### src/rtl/core/hpt_pkg.sv
`default_nettype none

package hpt_pkg;

    localparam int FRAC_BITS = 16;
    localparam int NUM_PAIRS = 8;
    localparam int IDX_W     = 3;
    localparam int COEF_W    = 32;
    localparam int PAIR_W    = 64;
    localparam int PROD_W    = 64;
    localparam int SUM_W     = 66;
    localparam int DOT_W     = SUM_W + 1 - FRAC_BITS;
    localparam int NUM_W     = 64;
    localparam int QUO_W     = 33;
    localparam int CMP_W     = DOT_W + QUO_W + 1;
    localparam int DIV_STAGES = QUO_W + 1;
    localparam int NUM_LANES = 3;
    localparam int NUM_ROWS  = 4;
    localparam int QDEPTH    = 4;
    localparam int QPTR_W    = 2;
    localparam int QCNT_W    = 3;

    localparam logic [COEF_W-1:0] ONE_C = COEF_W'(1) << FRAC_BITS;
    localparam logic signed [SUM_W-1:0] HALF = SUM_W'(1) << (FRAC_BITS - 1);

    typedef logic [PAIR_W-1:0] t_pair;
    typedef t_pair [NUM_PAIRS-1:0] t_coef;
    typedef logic signed [DOT_W-1:0] t_dot;

    localparam t_coef COEF_RST = '{
        7: {ONE_C, COEF_W'(0)},
        5: {COEF_W'(0), ONE_C},
        2: {ONE_C, COEF_W'(0)},
        0: {COEF_W'(0), ONE_C},
        default: '0
    };

    localparam t_dot DOT_ONE = t_dot'(ONE_C);
    localparam t_dot DOT_MAX = t_dot'({1'b0, {(COEF_W-1){1'b1}}});
    localparam t_dot DOT_MIN = ~DOT_MAX;
    localparam logic [COEF_W-1:0] OUT_MAX = {1'b0, {(COEF_W-1){1'b1}}};
    localparam logic [COEF_W-1:0] OUT_MIN = {1'b1, {(COEF_W-1){1'b0}}};
    localparam logic [QUO_W-1:0] Q_POS_LIM = QUO_W'(OUT_MAX);
    localparam logic [QUO_W-1:0] Q_NEG_LIM = QUO_W'(OUT_MIN);

    typedef struct packed {
        t_dot x;
        t_dot y;
        t_dot z;
        t_dot w;
        logic div;
    } t_work;

    typedef struct packed {
        logic full;
        logic empty;
    } t_q_stat;

    function automatic logic signed [COEF_W-1:0] elem(input t_coef c, input logic [3:0] idx);
        elem = idx[0] ? c[idx[3:1]][PAIR_W-1:COEF_W] : c[idx[3:1]][COEF_W-1:0];
    endfunction

endpackage

`default_nettype wire

### src/rtl/core/hpt_queue.sv
`default_nettype none

module hpt_queue import hpt_pkg::*; (
    input  logic    i_clk,
    input  logic    i_rst_n,
    input  logic    i_push,
    input  t_work   i_data,
    input  logic    i_pop,
    output t_work   o_data,
    output t_q_stat o_stat
);

    t_work r_mem [QDEPTH];
    logic [QPTR_W-1:0] r_wr, r_rd;
    logic [QCNT_W-1:0] r_cnt;

    assign o_stat.full  = (r_cnt == QCNT_W'(QDEPTH));
    assign o_stat.empty = (r_cnt == '0);
    assign o_data       = r_mem[r_rd];

    always_ff @(posedge i_clk) begin
        if (i_push) begin
            r_mem[r_wr] <= i_data;
        end
    end

    always_ff @(posedge i_clk) begin
        if (!i_rst_n) begin
            r_wr  <= '0;
            r_rd  <= '0;
            r_cnt <= '0;
        end else begin
            if (i_push) begin
                r_wr <= r_wr + 1'b1;
            end
            if (i_pop) begin
                r_rd <= r_rd + 1'b1;
            end
            if (i_push && !i_pop) begin
                r_cnt <= r_cnt + 1'b1;
            end else if (i_pop && !i_push) begin
                r_cnt <= r_cnt - 1'b1;
            end
        end
    end

endmodule

`default_nettype wire

### config.mk
export PLATFORM = sky130hd
export DESIGN_NAME = hpt_queue
export DESIGN_NICKNAME = d
export VERILOG_FILES = /design/src/rtl/core/hpt_pkg.sv /design/src/rtl/core/hpt_queue.sv
export SDC_FILE = /design/constraint.sdc
export NUM_CORES = 1
export LEC_CHECK = 0
export BUFFER_PORTS_ARGS = -buffer_cell sky130_fd_sc_hd__buf_4
export CORE_ASPECT_RATIO = 2
export CORE_MARGIN = 1.5
export CORE_UTILIZATION = 60
export CTS_BUF_LIST = sky130_fd_sc_hd__clkbuf_4 sky130_fd_sc_hd__clkbuf_8 sky130_fd_sc_hd__clkbuf_16
export DETAILED_ROUTE_END_ITERATION = 8
export GPL_TIMING_DRIVEN = 0
export PLACE_DENSITY = 0.9
export SLEW_MARGIN = 5
export SYNTH_ARGS = -nofsm -noshare
export SYNTH_HDL_FRONTEND = slang
export SYNTH_SLANG_ARGS = --single-unit
### constraint.sdc
create_clock -name i_clk -period 16.4 [get_ports i_clk]
set_input_delay 3.28 -clock i_clk [delete_from_list [all_inputs] [get_ports i_clk]]
set_output_delay 3.28 -clock i_clk [all_outputs]
set_load 0.05 [all_outputs]
== Word-level counts from Yosys, hierarchy flattened ==
Memories as Yosys holds them, arrays and structs flattened. A register that Yosys moved wholly into a read port is not among the register bits.
Cells that the tools add are included.
Widths: inputs -> output; s select.

* Register bits after elaboration: 7
* Bits in writable memories: 820
* Input port bits: 209
* Output and inout port bits: 207
* Memories: 1

* Add/sub/neg operators: 4
* Equality and inequality tests: 1
* Multiplexer cells: 6
* Reductions and logical operators: 6

{| class="wikitable"
|+ Memory list
! name !! words !! bits a word !! rd ports !! clocked after Yosys merged registers in !! write ports !! RTL line !! source
|-
| r_mem || 4 || 205 || 1 || 1 || 1 || hpt_queue.sv:13 || <nowiki>t_work r_mem [QDEPTH];</nowiki>
|}

{| class="wikitable"
|+ Operator list
! kind !! count
|-
| $mux 3 || 2
|-
| $add 2x1->2 const B || 2
|-
| $mux 2 || 2
|-
| $add 3x1->3 const B || 1
|-
| $eq 3x3->1 const B || 1
|-
| $logic_not 3->1 || 1
|-
| $sub 3x1->3 const B || 1
|-
| $logic_and 1x1->1 || 2
|-
| $logic_not 1->1 || 2
|-
| $mux 1 || 2
|-
| $reduce_bool 2->1 || 1
|}

== Depth between registers and ports, before layout ==
Gate-level depths: netlist of the first run.

* Depth in word-level cells: 4
* Gate-level depth with buffers: 7
* Depth with buffers taken out: 7

== Least setup slack after synthesis of the first run ==
Ideal clock, no wire load.

* Kind: input port to flip-flop
* Start: input i_push
* End: memory r_mem[0][0] (netlist name) (enable)
* Arrival: 7929 ps
* Data required time: 15810 ps
* Slack: 7881 ps
* Cell stages on the path: 1
* Path buffers: 0
* Cell sequence: and2_1

* Longest elaborated chain between the ends: 2

{| class="wikitable"
|+ RTL lines
! what !! RTL line !! source
|-
| start: declaration || hpt_queue.sv:6 || <nowiki>input logic i_push,</nowiki>
|-
| $mux 1 || hpt_queue.sv:22 || <nowiki>if (i_push) begin</nowiki>
|-
| $mux 1 (not written as such) || hpt_queue.sv:23 || <nowiki>r_mem[r_wr] <= i_data;</nowiki>
|-
| end: declaration || hpt_queue.sv:13 ||
|}

No other way between the ends.

==> results of run 1 <==
## placed cells by master, fill, tap and decap left out, drive strengths merged, types with 2 or more instances in the layout
cell	count
xor2	3
buf	471
clkinv	20
xnor2	2
bufinv	10
mux2i	2
dfxtp	9
ha	5
and2	9
clkinvlp	2
clkbuf	94
nor2b	2
mux4	205
edfxtp	820
diode	8
inv	7
## logic make-up after synthesis
group,count (synthesis)
flip-flops,829
multiplexers,207
buffers and inverters,50
AND/OR/NAND/NOR,15
adder cells (fa/ha/maj),6
XOR/XNOR,5
AO/OA/AOI/OAI,2
## through the flow
stage / instances / power (mW) / util (%) / hold slack [ns]
6_report: 2325 / 4.95 / 74.0 / 0.550
5_1_grt: 2325 / 5.08 / 74.0 / 0.569
4_1_cts: 2317 / 4.99 / 74.0 / 0.538
3_5_place_dp: 2194 / 3.29 / 69.2 / 0.518
3_3_place_gp: 2178 / 3.28 / 68.4 / 0.497
2_1_floorplan: 1114 / 3.02 / - / 0.472
## worst min-delay path by stage
stage                        start  endpoint  slack [ns]  cells past startpoint
after floorplan           r_cnt[2]  r_cnt[2]        0.47                      2
after global placement    r_cnt[2]  r_cnt[2]        0.50                      2
after detailed placement  r_cnt[2]  r_cnt[2]        0.52                      2
after CTS                 r_cnt[2]  r_cnt[2]        0.54                      2
after global routing      r_cnt[2]  r_cnt[2]        0.57                      2
final                     r_cnt[2]  r_cnt[2]        0.55                      2
## sequential cells by signal (all words and copies together), names as in the netlist, named ones only
register  flops
r_mem       820
r_cnt         3
r_rd          2
r_wr          2
## cell type report
type | instances | share of cell area [%]
Tap cell | 649 | 2.20
Multi-Input combinational cell | 235 | 13.5
Buffer | 46 | 0.931
Clock inverter | 35 | 1.24
Antenna cell | 8 | 0.0543
Sequential cell | 829 | 67.3
Clock buffer | 88 | 5.20
Timing Repair Buffer | 431 | 9.51
Inverter | 4 | 0.0408
## layer usage
metal	routed length [um]	global-route usage, %	vias up
met2	37200	47.3	770
met4	3390	13.7	10
li1	-	-	5871
met1	21400	29.0	7286
met5	58	0	-
met3	5480	6.65	171
## worst max-delay path, cell delays in order (launching register included)
cell and delay [ns]:
sky130_fd_sc_hd__dfxtp_1 0.31, sky130_fd_sc_hd__buf_2 0.24, sky130_fd_sc_hd__clkbuf_1 0.63, sky130_fd_sc_hd__buf_2 0.42, sky130_fd_sc_hd__mux4_2 0.42, sky130_fd_sc_hd__buf_4 0.22
## power by group
part | total [mW] | internal (mW) | switching, mW
clock network | 1.71 | 0.992 | 0.714
logic | 0.784 | 0.271 | 0.513
registers | 2.46 | 2.43 | 0.0280
==> flow_results.xml, run 1 <==
<?xml version="1.0" encoding="UTF-8"?>
<metrics>
  <group name="synthesis">
    <metric name="ys_types" unit="">22</metric>
    <metric name="post_synthesis_mux_area_share" unit="%">15.7</metric>
    <metric name="synthesis.area" unit="um2">30100</metric>
    <metric name="yosys.cell_count.top_type" unit="">sky130_fd_sc_hd__edfxtp_1</metric>
    <metric name="synth.cells.most_frequent" unit="">820 x sky130_fd_sc_hd__edfxtp_1, 180 x sky130_fd_sc_hd__mux4_2, 25 x sky130_fd_sc_hd__mux4_1</metric>
    <metric name="synth-async-reset-ratio" unit="%">0</metric>
    <metric name="post_synth_and_or_nand_nor_area_fraction" unit="%">0.303</metric>
    <metric name="synth-seq-area-share" unit="%">82.3</metric>
    <metric name="synth.net_count" unit="">1329</metric>
    <metric name="synth_top_cells_by_area" unit="">sky130_fd_sc_hd__edfxtp_1 82%, sky130_fd_sc_hd__mux4_2 13%, sky130_fd_sc_hd__mux4_1 2.2%, sky130_fd_sc_hd__dfxtp_1 0.60%, sky130_fd_sc_hd__buf_6 0.60%</metric>
    <metric name="post_synth.cell_area_avg" unit="um2">27.0</metric>
    <metric name="postSynth.topFlopCell" unit="">sky130_fd_sc_hd__edfxtp_1</metric>
    <metric name="synth_adder_area_share" unit="%">0.274</metric>
    <metric name="synth.ff_latch_count" unit="">829</metric>
    <metric name="synth_largest_area_cell" unit="">sky130_fd_sc_hd__edfxtp_1</metric>
    <metric name="synth_top_family_by_area" unit="">multiplexers</metric>
    <metric name="yosysTopAreaCellShare" unit="%">81.7</metric>
    <metric name="yosysWarningCount" unit="">0</metric>
    <metric name="post_synth_xor_xnor_area" unit="%">0.145</metric>
    <metric name="netlist_instances" unit="">1114</metric>
    <metric name="synth_compound_gate_area_share" unit="%">0.0415</metric>
    <metric name="synth_edf_count" unit="">820</metric>
  </group>
  <group name="worst_setup_path">
    <metric name="critical_path_arrival" unit="ns">2.84</metric>
    <metric name="worst-r2r-cell-count" unit="">6</metric>
    <metric name="worst-setup-path-type" unit="">reg -&gt; out</metric>
    <metric name="crit_path_end" unit="">o_data[50]</metric>
    <metric name="critical_path.reg2reg.startpoint" unit="">r_wr[0]</metric>
    <metric name="destination_of_the_worst_register_to_register_timing_path" unit="">r_mem[2][150]</metric>
    <metric name="worstSetupEndpointType" unit="">output pin</metric>
    <metric name="setup.reg_to_reg.worst_slack" unit="ns">13.94</metric>
    <metric name="required" unit="ns">13.12</metric>
    <metric name="setup.worst_path.start_class" unit="">flop</metric>
    <metric name="worstPathMaxFanout" unit="">10</metric>
  </group>
  <group name="die">
    <metric name="ios" unit="">416</metric>
    <metric name="die_width" unit="um">161</metric>
    <metric name="fp.dieArea" unit="um2">51600</metric>
    <metric name="fp.dieH" unit="um">320</metric>
    <metric name="floorplan.initialDensity" unit="%">60.5</metric>
    <metric name="coreArea" unit="um2">49800</metric>
    <metric name="floorplan.rows" unit="">116</metric>
  </group>
  <group name="place">
    <metric name="worst_setup_slack_post_dpl" unit="ns">10.80</metric>
    <metric name="routability_congestion_estimate_from_global_placement" unit="">0.757</metric>
    <metric name="port_buffers" unit="">415</metric>
    <metric name="place_hpwl" unit="mm">43.0</metric>
    <metric name="detailed_place.area" unit="um2">34400</metric>
  </group>
  <group name="clocking">
    <metric name="cts_made_buffers" unit="">68</metric>
    <metric name="post-cts-setup-buffer-count" unit="">0</metric>
    <metric name="buffers_from_clock_root_to_sink_at_most" unit="">3</metric>
    <metric name="clkLatencyLatePin" unit="ns">0.59</metric>
    <metric name="cts_root_buffer" unit="">sky130_fd_sc_hd__clkbuf_16</metric>
    <metric name="cts.sink_count" unit="">829</metric>
    <metric name="number_of_hold_buffers_added_after_cts" unit="">0</metric>
    <metric name="clk_transition_reported_paths" unit="ns">0.07</metric>
    <metric name="number_of_levels_the_h_tree_was_split_into" unit="">3</metric>
    <metric name="tritoncts" unit="">done</metric>
    <metric name="postCtsResizedCells" unit="">0</metric>
  </group>
  <group name="detailed_routing">
    <metric name="remaining_drc_errors" unit="">0</metric>
    <metric name="dr.first_iter.drc_count" unit="">1181</metric>
    <metric name="drt-wirelength-per-cell" unit="um">29.0</metric>
    <metric name="ant_nets" unit="">0</metric>
    <metric name="via_count" unit="">14100</metric>
    <metric name="drt_pre_antenna_iters" unit="">5</metric>
    <metric name="drt-vias-per-instance" unit="">6.07</metric>
    <metric name="wirelength" unit="mm">67.5</metric>
  </group>
  <group name="grt">
    <metric name="antenna_violations_before_repair" unit="">13</metric>
    <metric name="grt_overflow" unit="">0</metric>
    <metric name="grt_max_degree" unit="">60</metric>
    <metric name="vias_in_the_first_global_route" unit="">15400</metric>
    <metric name="global_route.usage.total" unit="%">26.5</metric>
    <metric name="global_route_wire_length_before_repair" unit="mm">98.2</metric>
  </group>
  <group name="sta">
    <metric name="finalHoldViolations" unit="">0</metric>
    <metric name="min_period_over_period" unit="%">37.3</metric>
    <metric name="fin_skew" unit="ns">0.0187</metric>
    <metric name="fin_crit" unit="ns">6.12</metric>
    <metric name="worst_pin_slew" unit="ns">0.787</metric>
    <metric name="setup_viol" unit="">0</metric>
    <metric name="max-slew-margin-rel" unit="%">47.6</metric>
    <metric name="timing.final.max_slew_violations" unit="">0</metric>
    <metric name="fin_ws" unit="ns">10.28</metric>
    <metric name="rsz_0062_raised_after_global_routing" unit="">false</metric>
    <metric name="timing.setup.tns" unit="ns">0</metric>
    <metric name="fmax" unit="MHz">164</metric>
  </group>
  <group name="cells_and_area">
    <metric name="layout.filler_cells" unit="">2556</metric>
    <metric name="post-route-cell-area" unit="um2">36800</metric>
    <metric name="sequential_cell_area" unit="um2">24800</metric>
    <metric name="finish.net_count" unit="">1830</metric>
    <metric name="multi_input_logic_area" unit="um2">4970</metric>
    <metric name="post_route_cells_drive_above_1_share" unit="%">46.2</metric>
    <metric name="area_growth_from_synthesis_to_layout" unit="%">22.3</metric>
  </group>
  <group name="job">
    <metric name="max_cap_violations" unit="">0</metric>
  </group>
  <group name="pwr">
    <metric name="ir_worst_vdd" unit="mV">0.128</metric>
    <metric name="power.density_cell_area" unit="nW/um2">134</metric>
    <metric name="power.static_leakage" unit="nW">12.5</metric>
  </group>
  <group name="worst_hold_path">
    <metric name="hold_path.class" unit="">reg -&gt; reg</metric>
  </group>
  <group name="status">
    <metric name="outcome" unit="">complete, no violations</metric>
  </group>
</metrics>
Note: power is estimated with default switching activity, not from simulation.
==> inputs of run 2 (changes only) <==
- ABC_AREA: not set -> 1
- CORE_UTILIZATION: 60 -> 52
- PLACE_DENSITY: 0.9 -> 0.83
- clock period: 16.4 -> 5.05 ns (I/O delays scaled with it)
==> run 2 against run 1 <==
  * Clock skew is 0.0037 ns higher
  * Via count is 42% higher
  * Worst hold slack worse by 0.10 ns
  * First-iteration DRC count is 88% higher
  * Count of clock-buffer cells in the layout is 5 lower
  * Non-clock buffer count is 98 higher
  * Critical path type unchanged
  * Total power grew to 3.1 times the previous value
==> flow_results.xml, run 2 <==
<?xml version="1.0" encoding="UTF-8"?>
<metrics>
  <group name="status">
    <metric name="outcome" unit="">complete, no violations</metric>
  </group>
  <group name="grt">
    <metric name="global_route_wire_length_before_repair" unit="mm">121</metric>
    <metric name="global_route.usage.total" unit="%">26.6</metric>
    <metric name="grt_overflow" unit="">0</metric>
    <metric name="grt_max_degree" unit="">36</metric>
    <metric name="antenna_violations_before_repair" unit="">18</metric>
    <metric name="vias_in_the_first_global_route" unit="">20200</metric>
  </group>
  <group name="synthesis">
    <metric name="synth-async-reset-ratio" unit="%">0</metric>
    <metric name="postSynth.topFlopCell" unit="">sky130_fd_sc_hd__edfxtp_1</metric>
    <metric name="synth_edf_count" unit="">820</metric>
    <metric name="synth-seq-area-share" unit="%">80.7</metric>
    <metric name="yosysWarningCount" unit="">0</metric>
    <metric name="synth.cells.most_frequent" unit="">820 x sky130_fd_sc_hd__edfxtp_1, 415 x sky130_fd_sc_hd__nor2_1, 221 x sky130_fd_sc_hd__o21ai_0</metric>
    <metric name="ys_types" unit="">21</metric>
    <metric name="netlist_instances" unit="">2040</metric>
    <metric name="synth_top_cells_by_area" unit="">sky130_fd_sc_hd__edfxtp_1 80%, sky130_fd_sc_hd__nor2_1 5.1%, sky130_fd_sc_hd__o22ai_1 4.2%, sky130_fd_sc_hd__o21ai_0 3.6%, sky130_fd_sc_hd__o21ai_1 3.2%</metric>
    <metric name="synth.ff_latch_count" unit="">829</metric>
    <metric name="synthesis.area" unit="um2">30700</metric>
    <metric name="yosysTopAreaCellShare" unit="%">80.1</metric>
    <metric name="yosys.cell_count.top_type" unit="">sky130_fd_sc_hd__edfxtp_1</metric>
    <metric name="synth.net_count" unit="">2255</metric>
    <metric name="synth_largest_area_cell" unit="">sky130_fd_sc_hd__edfxtp_1</metric>
    <metric name="post_synth.cell_area_avg" unit="um2">15.1</metric>
  </group>
  <group name="worst_setup_path">
    <metric name="critical_path_arrival" unit="ns">2.76</metric>
    <metric name="worst-setup-path-type" unit="">reg -&gt; out</metric>
    <metric name="setup.reg_to_reg.worst_slack" unit="ns">2.45</metric>
    <metric name="crit_path_end" unit="">o_data[43]</metric>
    <metric name="destination_of_the_worst_register_to_register_timing_path" unit="">r_mem[0][92]</metric>
    <metric name="setup.worst_path.start_class" unit="">flop</metric>
    <metric name="critPathBufInv" unit="">3</metric>
    <metric name="required" unit="ns">4.04</metric>
    <metric name="worstPathMaxFanout" unit="">10</metric>
    <metric name="crit_path_leading_delay_family" unit="">buffers and inverters</metric>
    <metric name="worstPathCellList" unit="">buf_2 &gt; clkbuf_2 &gt; o21ai_0 &gt; o22ai_1 &gt; buf_4</metric>
    <metric name="worst_path_max_delay_cell" unit="">sky130_fd_sc_hd__dfxtp_1</metric>
    <metric name="worstSetupEndpointType" unit="">output pin</metric>
    <metric name="critical_path.reg2reg.startpoint" unit="">r_wr[0]</metric>
    <metric name="worst-r2r-cell-count" unit="">7</metric>
    <metric name="crit_cells" unit="">5</metric>
    <metric name="critical-path-max-stage-delay" unit="ns">0.59</metric>
  </group>
  <group name="worst_hold_path">
    <metric name="hold_path.class" unit="">reg -&gt; reg</metric>
  </group>
  <group name="die">
    <metric name="floorplan.initialDensity" unit="%">52.7</metric>
    <metric name="coreArea" unit="um2">58300</metric>
    <metric name="fp.dieH" unit="um">347</metric>
    <metric name="floorplan.rows" unit="">125</metric>
    <metric name="die_width" unit="um">175</metric>
    <metric name="ios" unit="">416</metric>
    <metric name="fp.dieArea" unit="um2">60700</metric>
  </group>
  <group name="cells_and_area">
    <metric name="layout_commonest_cell" unit="">sky130_fd_sc_hd__edfxtp_1</metric>
    <metric name="post_route_cells_drive_above_1_share" unit="%">24.7</metric>
    <metric name="post-route-cell-area" unit="um2">37500</metric>
    <metric name="largest_registers" unit="">r_mem (820), r_cnt (3)</metric>
    <metric name="area_growth_from_synthesis_to_layout" unit="%">22.0</metric>
    <metric name="finalNonFillerCells" unit="">3378</metric>
    <metric name="layout.filler_cells" unit="">3940</metric>
    <metric name="sequential_cell_area" unit="um2">24800</metric>
    <metric name="top_register" unit="">r_mem</metric>
    <metric name="most_frequent_cells_in_the_layout" unit="">820 x sky130_fd_sc_hd__edfxtp_1, 420 x sky130_fd_sc_hd__buf_4, 415 x sky130_fd_sc_hd__nor2_1</metric>
    <metric name="largest_register_ffs" unit="">820</metric>
    <metric name="finish.net_count" unit="">2767</metric>
    <metric name="multi_input_logic_area" unit="um2">5080</metric>
  </group>
  <group name="detailed_routing">
    <metric name="drt-vias-per-instance" unit="">5.93</metric>
    <metric name="drt_pre_antenna_iters" unit="">6</metric>
    <metric name="ant_nets" unit="">0</metric>
    <metric name="via_count" unit="">20000</metric>
    <metric name="wirelength" unit="mm">81.8</metric>
    <metric name="dr.first_iter.drc_count" unit="">2217</metric>
    <metric name="drt-wirelength-per-cell" unit="um">24.2</metric>
    <metric name="remaining_drc_errors" unit="">0</metric>
  </group>
  <group name="sta">
    <metric name="fmax" unit="MHz">265</metric>
    <metric name="fin_skew" unit="ns">0.0224</metric>
    <metric name="max-slew-margin-rel" unit="%">45.2</metric>
    <metric name="hold_slack" unit="ns">0.450</metric>
    <metric name="fin_crit" unit="ns">3.77</metric>
    <metric name="finalHoldViolations" unit="">0</metric>
    <metric name="timing.setup.tns" unit="ns">0</metric>
    <metric name="timing.final.max_slew_violations" unit="">0</metric>
    <metric name="setup_viol" unit="">0</metric>
    <metric name="rsz_0062_raised_after_global_routing" unit="">false</metric>
    <metric name="min_period_over_period" unit="%">74.6</metric>
    <metric name="worst_pin_slew" unit="ns">0.820</metric>
  </group>
  <group name="pwr">
    <metric name="ir_worst_vdd" unit="mV">0.390</metric>
    <metric name="power.density_cell_area" unit="nW/um2">412</metric>
    <metric name="power.static_leakage" unit="nW">13.1</metric>
    <metric name="total_chip_power" unit="mW">15.5</metric>
  </group>
  <group name="clocking">
    <metric name="number_of_hold_buffers_added_after_cts" unit="">0</metric>
    <metric name="post-cts-setup-buffer-count" unit="">0</metric>
    <metric name="number_of_levels_the_h_tree_was_split_into" unit="">3</metric>
    <metric name="clkLatencyLatePin" unit="ns">0.59</metric>
    <metric name="buffers_from_clock_root_to_sink_at_most" unit="">3</metric>
    <metric name="cts_root_buffer" unit="">sky130_fd_sc_hd__clkbuf_16</metric>
    <metric name="postCtsResizedCells" unit="">0</metric>
    <metric name="cts_made_buffers" unit="">70</metric>
    <metric name="clk_transition_reported_paths" unit="ns">0.06</metric>
    <metric name="cts.sink_count" unit="">829</metric>
    <metric name="tritoncts" unit="">done</metric>
  </group>
  <group name="place">
    <metric name="place_hpwl" unit="mm">54.3</metric>
    <metric name="dp_cell_count" unit="">3242</metric>
    <metric name="port_buffers" unit="">415</metric>
    <metric name="detailed_place.area" unit="um2">35300</metric>
    <metric name="routability_congestion_estimate_from_global_placement" unit="">0.804</metric>
  </group>
  <group name="job">
    <metric name="max_cap_violations" unit="">0</metric>
  </group>
</metrics>
run 2: changes by cell type after synthesis, moves of 25 or more:
cell / before / now
sky130_fd_sc_hd__mux4_2: 180 / 0
sky130_fd_sc_hd__nor2_1: 0 / 415
sky130_fd_sc_hd__buf_2: 22 / 48
sky130_fd_sc_hd__o21ai_0: 1 / 221
sky130_fd_sc_hd__clkbuf_1: 6 / 46
sky130_fd_sc_hd__o21ai_1: 0 / 195
sky130_fd_sc_hd__o22ai_1: 0 / 205
sky130_fd_sc_hd__mux4_1: 25 / 0
run 2: per-layer routing:
metal | up-vias | global-route usage, % | wire [um]
met1 | 9888 | 30.7 | 28300
li1 | 8776 | - | -
met2 | 1129 | 45.8 | 42100
met4 | 10 | 14.2 | 4150
met5 | - | 0 | 72
met3 | 221 | 6.25 | 7220
run 2: worst min-delay path by stage:
stage                 start  endpoint  slack [ns]  cells after the start
floorplan           r_rd[1]      flop        0.41                      1
global placement    r_rd[1]   r_rd[1]        0.43                      1
detailed placement  r_rd[1]   r_rd[1]        0.44                      1
CTS                 r_rd[1]      flop        0.45                      1
global route        r_rd[1]      flop        0.46                      1
finish              r_rd[1]      flop        0.45                      1
run 2: layout make-up:
type / count / share of cell area (%)
well taps: 762 / 2.54
diodes: 14 / 0.0934
multi-input cells: 1059 / 13.5
clock inverters: 39 / 0.737
repair buffers: 440 / 9.66
inverters: 17 / 0.220
clock buffers: 83 / 4.93
flip-flops and latches: 829 / 66.1
plain buffers: 135 / 2.12
run 2: logic make-up (layout without fill, tap and decap cells):
kind of cell / after synthesis / after routing / share of synthesized area [%]
AOI/OAI and AO/OA: 625 / 625 / 11.0
adders and majority gates: 6 / 6 / 0.269
buffers and inverters: 152 / 714 / 2.80
DFF: 829 / 829 / 80.7
other: 0 / 14 / 0
and+or+nand+nor: 428 / 428 / 5.25
run 2: worst reg2reg max path, delay by kind of cell (launching register included):
family	cells	cell delay [ns]
flip-flops	1	0.36
adder cells (fa/ha/maj)	1	0.20
AND/OR/NAND/NOR	1	0.10
buffers and inverters	5	1.65
run 2: through the flow:
stage                     setup slack [ns]  util, %
after floorplan                      0.515        -
after global placement               -2.03     59.7
after detailed placement              1.90     60.6
after CTS                             1.30     64.2
after global routing                  1.25     64.3
final                                 1.28     64.3
run 2: report_power, final:
group	total [mW]	internal, mW	switching, mW
registers	7.94	7.87	0.0736
clock network	5.06	2.74	2.32
logic	2.46	0.686	1.77
==> inputs of run 3 (changes only) <==
- CORE_UTILIZATION: 52 -> 57
- PLACE_DENSITY: 0.83 -> 0.86
- clock period: 5.05 -> 3.7 ns (I/O delays scaled with it)
==> run 3 against run 2 <==
  * Routed wire length shrank 0.66%
  * First-iteration DRC count fell by 14%
  * Largest power group unchanged
  * Worst setup slack lost 1.1 ns
  * Cell area barely moved
  * Sequential share of layout area shrank 0.055 points
  * Critical path depth grew 1
  * Combinational power grew 37%
  * Clock power up 39%
  * Worst hold slack got worse by 0.12 ns
  * Global-route usage up 2.1 points
  * Clock skew down 0.0028 ns
  * Sequential power grew 36%
==> flow_results.xml, run 3 (synthesized netlist as in run 2, its figures left out) <==
<?xml version="1.0" encoding="UTF-8"?>
<metrics>
  <group name="status">
    <metric name="outcome" unit="">complete, no violations</metric>
  </group>
  <group name="sta">
    <metric name="setup_viol" unit="">0</metric>
    <metric name="min_period_over_period" unit="%">95.9</metric>
    <metric name="timing.setup.tns" unit="ns">0</metric>
    <metric name="fin_crit" unit="ns">3.55</metric>
    <metric name="fin_skew" unit="ns">0.0196</metric>
    <metric name="timing.final.max_slew_violations" unit="">0</metric>
    <metric name="fin_ws" unit="ns">0.151</metric>
    <metric name="rsz_0062_raised_after_global_routing" unit="">false</metric>
    <metric name="fmax" unit="MHz">282</metric>
    <metric name="max-slew-margin-rel" unit="%">41.9</metric>
    <metric name="finalHoldViolations" unit="">0</metric>
    <metric name="worst_pin_slew" unit="ns">0.870</metric>
  </group>
  <group name="place">
    <metric name="port_buffers" unit="">415</metric>
    <metric name="worst_setup_slack_post_dpl" unit="ns">0.741</metric>
    <metric name="routability_congestion_estimate_from_global_placement" unit="">0.821</metric>
    <metric name="place_hpwl" unit="mm">54.4</metric>
    <metric name="detailed_place.area" unit="um2">35300</metric>
  </group>
  <group name="detailed_routing">
    <metric name="drt-wirelength-per-cell" unit="um">24.7</metric>
    <metric name="dr.max_layer_used" unit="">met5</metric>
    <metric name="drt-vias-per-instance" unit="">6.14</metric>
    <metric name="ant_nets" unit="">0</metric>
    <metric name="wirelength" unit="mm">81.3</metric>
    <metric name="met1Wirelength" unit="mm">26.5</metric>
    <metric name="wl_met3" unit="mm">7.51</metric>
    <metric name="remaining_drc_errors" unit="">0</metric>
    <metric name="drt_pre_antenna_iters" unit="">6</metric>
    <metric name="met2WireLength" unit="mm">42.0</metric>
    <metric name="via_count" unit="">20200</metric>
    <metric name="dr.first_iter.drc_count" unit="">1916</metric>
  </group>
  <group name="die">
    <metric name="floorplan.initialDensity" unit="%">57.5</metric>
    <metric name="coreArea" unit="um2">53500</metric>
    <metric name="fp.dieArea" unit="um2">55400</metric>
    <metric name="die_width" unit="um">167</metric>
    <metric name="fp.dieH" unit="um">331</metric>
    <metric name="floorplan.rows" unit="">120</metric>
    <metric name="ios" unit="">416</metric>
  </group>
  <group name="cells_and_area">
    <metric name="area_growth_from_synthesis_to_layout" unit="%">22.1</metric>
    <metric name="most_frequent_cells_in_the_layout" unit="">820 x sky130_fd_sc_hd__edfxtp_1, 420 x sky130_fd_sc_hd__buf_4, 415 x sky130_fd_sc_hd__nor2_1</metric>
    <metric name="post-route-util" unit="%">70.2</metric>
    <metric name="post-route-cell-area" unit="um2">37500</metric>
    <metric name="top_register" unit="">r_mem</metric>
    <metric name="finish.net_count" unit="">2764</metric>
    <metric name="layout_commonest_cell" unit="">sky130_fd_sc_hd__edfxtp_1</metric>
    <metric name="largest_register_ffs" unit="">820</metric>
    <metric name="post_route_cells_drive_above_1_share" unit="%">24.8</metric>
    <metric name="largest_registers" unit="">r_mem (820), r_cnt (3)</metric>
  </group>
  <group name="worst_setup_path">
    <metric name="setup.worst_path.start_class" unit="">flop</metric>
    <metric name="critical_path.most_common_cell" unit="">sky130_fd_sc_hd__buf_4</metric>
    <metric name="critPathBufInv" unit="">4</metric>
    <metric name="setup.reg_to_reg.worst_slack" unit="ns">0.99</metric>
    <metric name="worstPathMaxFanout" unit="">10</metric>
    <metric name="required" unit="ns">2.96</metric>
    <metric name="worst-setup-path-type" unit="">reg -&gt; out</metric>
    <metric name="crit_path_leading_delay_family" unit="">buffers and inverters</metric>
    <metric name="critical-path-max-stage-delay" unit="ns">0.59</metric>
    <metric name="worst_path_max_delay_cell" unit="">sky130_fd_sc_hd__dfxtp_1</metric>
    <metric name="worstPathCellList" unit="">buf_6 &gt; buf_4 &gt; buf_2 &gt; nor2_1 &gt; o22ai_1 &gt; buf_4</metric>
    <metric name="worstSetupEndpointType" unit="">output pin</metric>
    <metric name="critical_path_arrival" unit="ns">2.81</metric>
  </group>
  <group name="worst_hold_path">
    <metric name="hold_path.class" unit="">in -&gt; reg</metric>
  </group>
  <group name="grt">
    <metric name="global_route_wire_length_before_repair" unit="mm">119</metric>
    <metric name="grt_max_degree" unit="">37</metric>
    <metric name="antenna_violations_before_repair" unit="">24</metric>
    <metric name="global_route.usage.total" unit="%">28.7</metric>
    <metric name="grt_overflow" unit="">0</metric>
    <metric name="vias_in_the_first_global_route" unit="">20700</metric>
  </group>
  <group name="clocking">
    <metric name="number_of_hold_buffers_added_after_cts" unit="">0</metric>
    <metric name="cts.sink_count" unit="">829</metric>
    <metric name="cts_root_buffer" unit="">sky130_fd_sc_hd__clkbuf_16</metric>
    <metric name="clkLatencyLatePin" unit="ns">0.59</metric>
    <metric name="number_of_levels_the_h_tree_was_split_into" unit="">3</metric>
    <metric name="cts_made_buffers" unit="">66</metric>
    <metric name="clk_transition_reported_paths" unit="ns">0.07</metric>
    <metric name="post-cts-setup-buffer-count" unit="">0</metric>
    <metric name="tritoncts" unit="">done</metric>
    <metric name="postCtsResizedCells" unit="">0</metric>
    <metric name="buffers_from_clock_root_to_sink_at_most" unit="">3</metric>
  </group>
  <group name="pwr">
    <metric name="ir_worst_vdd" unit="mV">0.474</metric>
    <metric name="power.density_cell_area" unit="nW/um2">566</metric>
    <metric name="power.static_leakage" unit="nW">13.1</metric>
    <metric name="total_chip_power" unit="mW">21.2</metric>
  </group>
  <group name="job">
    <metric name="max_cap_violations" unit="">0</metric>
  </group>
</metrics>
[run 3: changes by cell type in the layout (fill, tap and decap cells not counted), moves of 2 or more]
cell / delta
sky130_fd_sc_hd__clkbuf_4: -7
sky130_fd_sc_hd__diode_2: +5
sky130_fd_sc_hd__bufinv_16: +4
sky130_fd_sc_hd__nand2_1: -4
sky130_fd_sc_hd__nand2_8: +4
sky130_fd_sc_hd__buf_16: +2
sky130_fd_sc_hd__clkbuf_16: -2
sky130_fd_sc_hd__clkinv_2: -2
sky130_fd_sc_hd__inv_6: +2
[run 3: final cells by class]
cell class	instances	area [um2]
buffer	135	793
sequential	829	24800
clock inverter	43	412
fill	3278	15900
inverter	17	82.6
tap	671	840
timing repair buffer	441	3660
antenna	19	47.5
multi-input combinational	1059	5140
clock buffer	74	1750
[run 3: worst reg2reg max path, delay by kind of cell (launching register included)]
kind / cells / cell delay, ns
flops: 1 / 0.37
simple gates: 1 / 0.09
buf+inv: 6 / 1.67
fa+ha+maj: 1 / 0.27
[run 3: through the flow]
stage	hold WS, ns	cells
floorplan	0.412	2040
global placement	0.426	3126
detailed placement	0.446	3152
CTS	0.300	3269
global route	0.308	3286
finish	0.330	3288
[run 3: final timing paths]
check	depth (start not counted)	from	to
worst max register to register	8	r_wr[0]	r_mem[0][94]
worst min-delay path	1	i_data[68]	r_mem[1][68]
worst max-delay path	6	flop	o_data[195]
worst min register to register	1	r_rd[1]	flop
[run 3: routing by layer]
metal / vias to the layer above / track usage [%]
li1: 8771 / -
met1: 9888 / 30.7
met5: - / 0
met3: 276 / 7.45
met2: 1243 / 50.1
met4: 12 / 18.5
[run 3: power by group]
group / total, mW / internal, mW / leakage (nW) / switching [mW]
logic: 3.37 / 0.947 / 4.44 / 2.42
registers: 10.8 / 10.7 / 7.61 / 0.103
clock network: 7.03 / 3.86 / 1.07 / 3.17
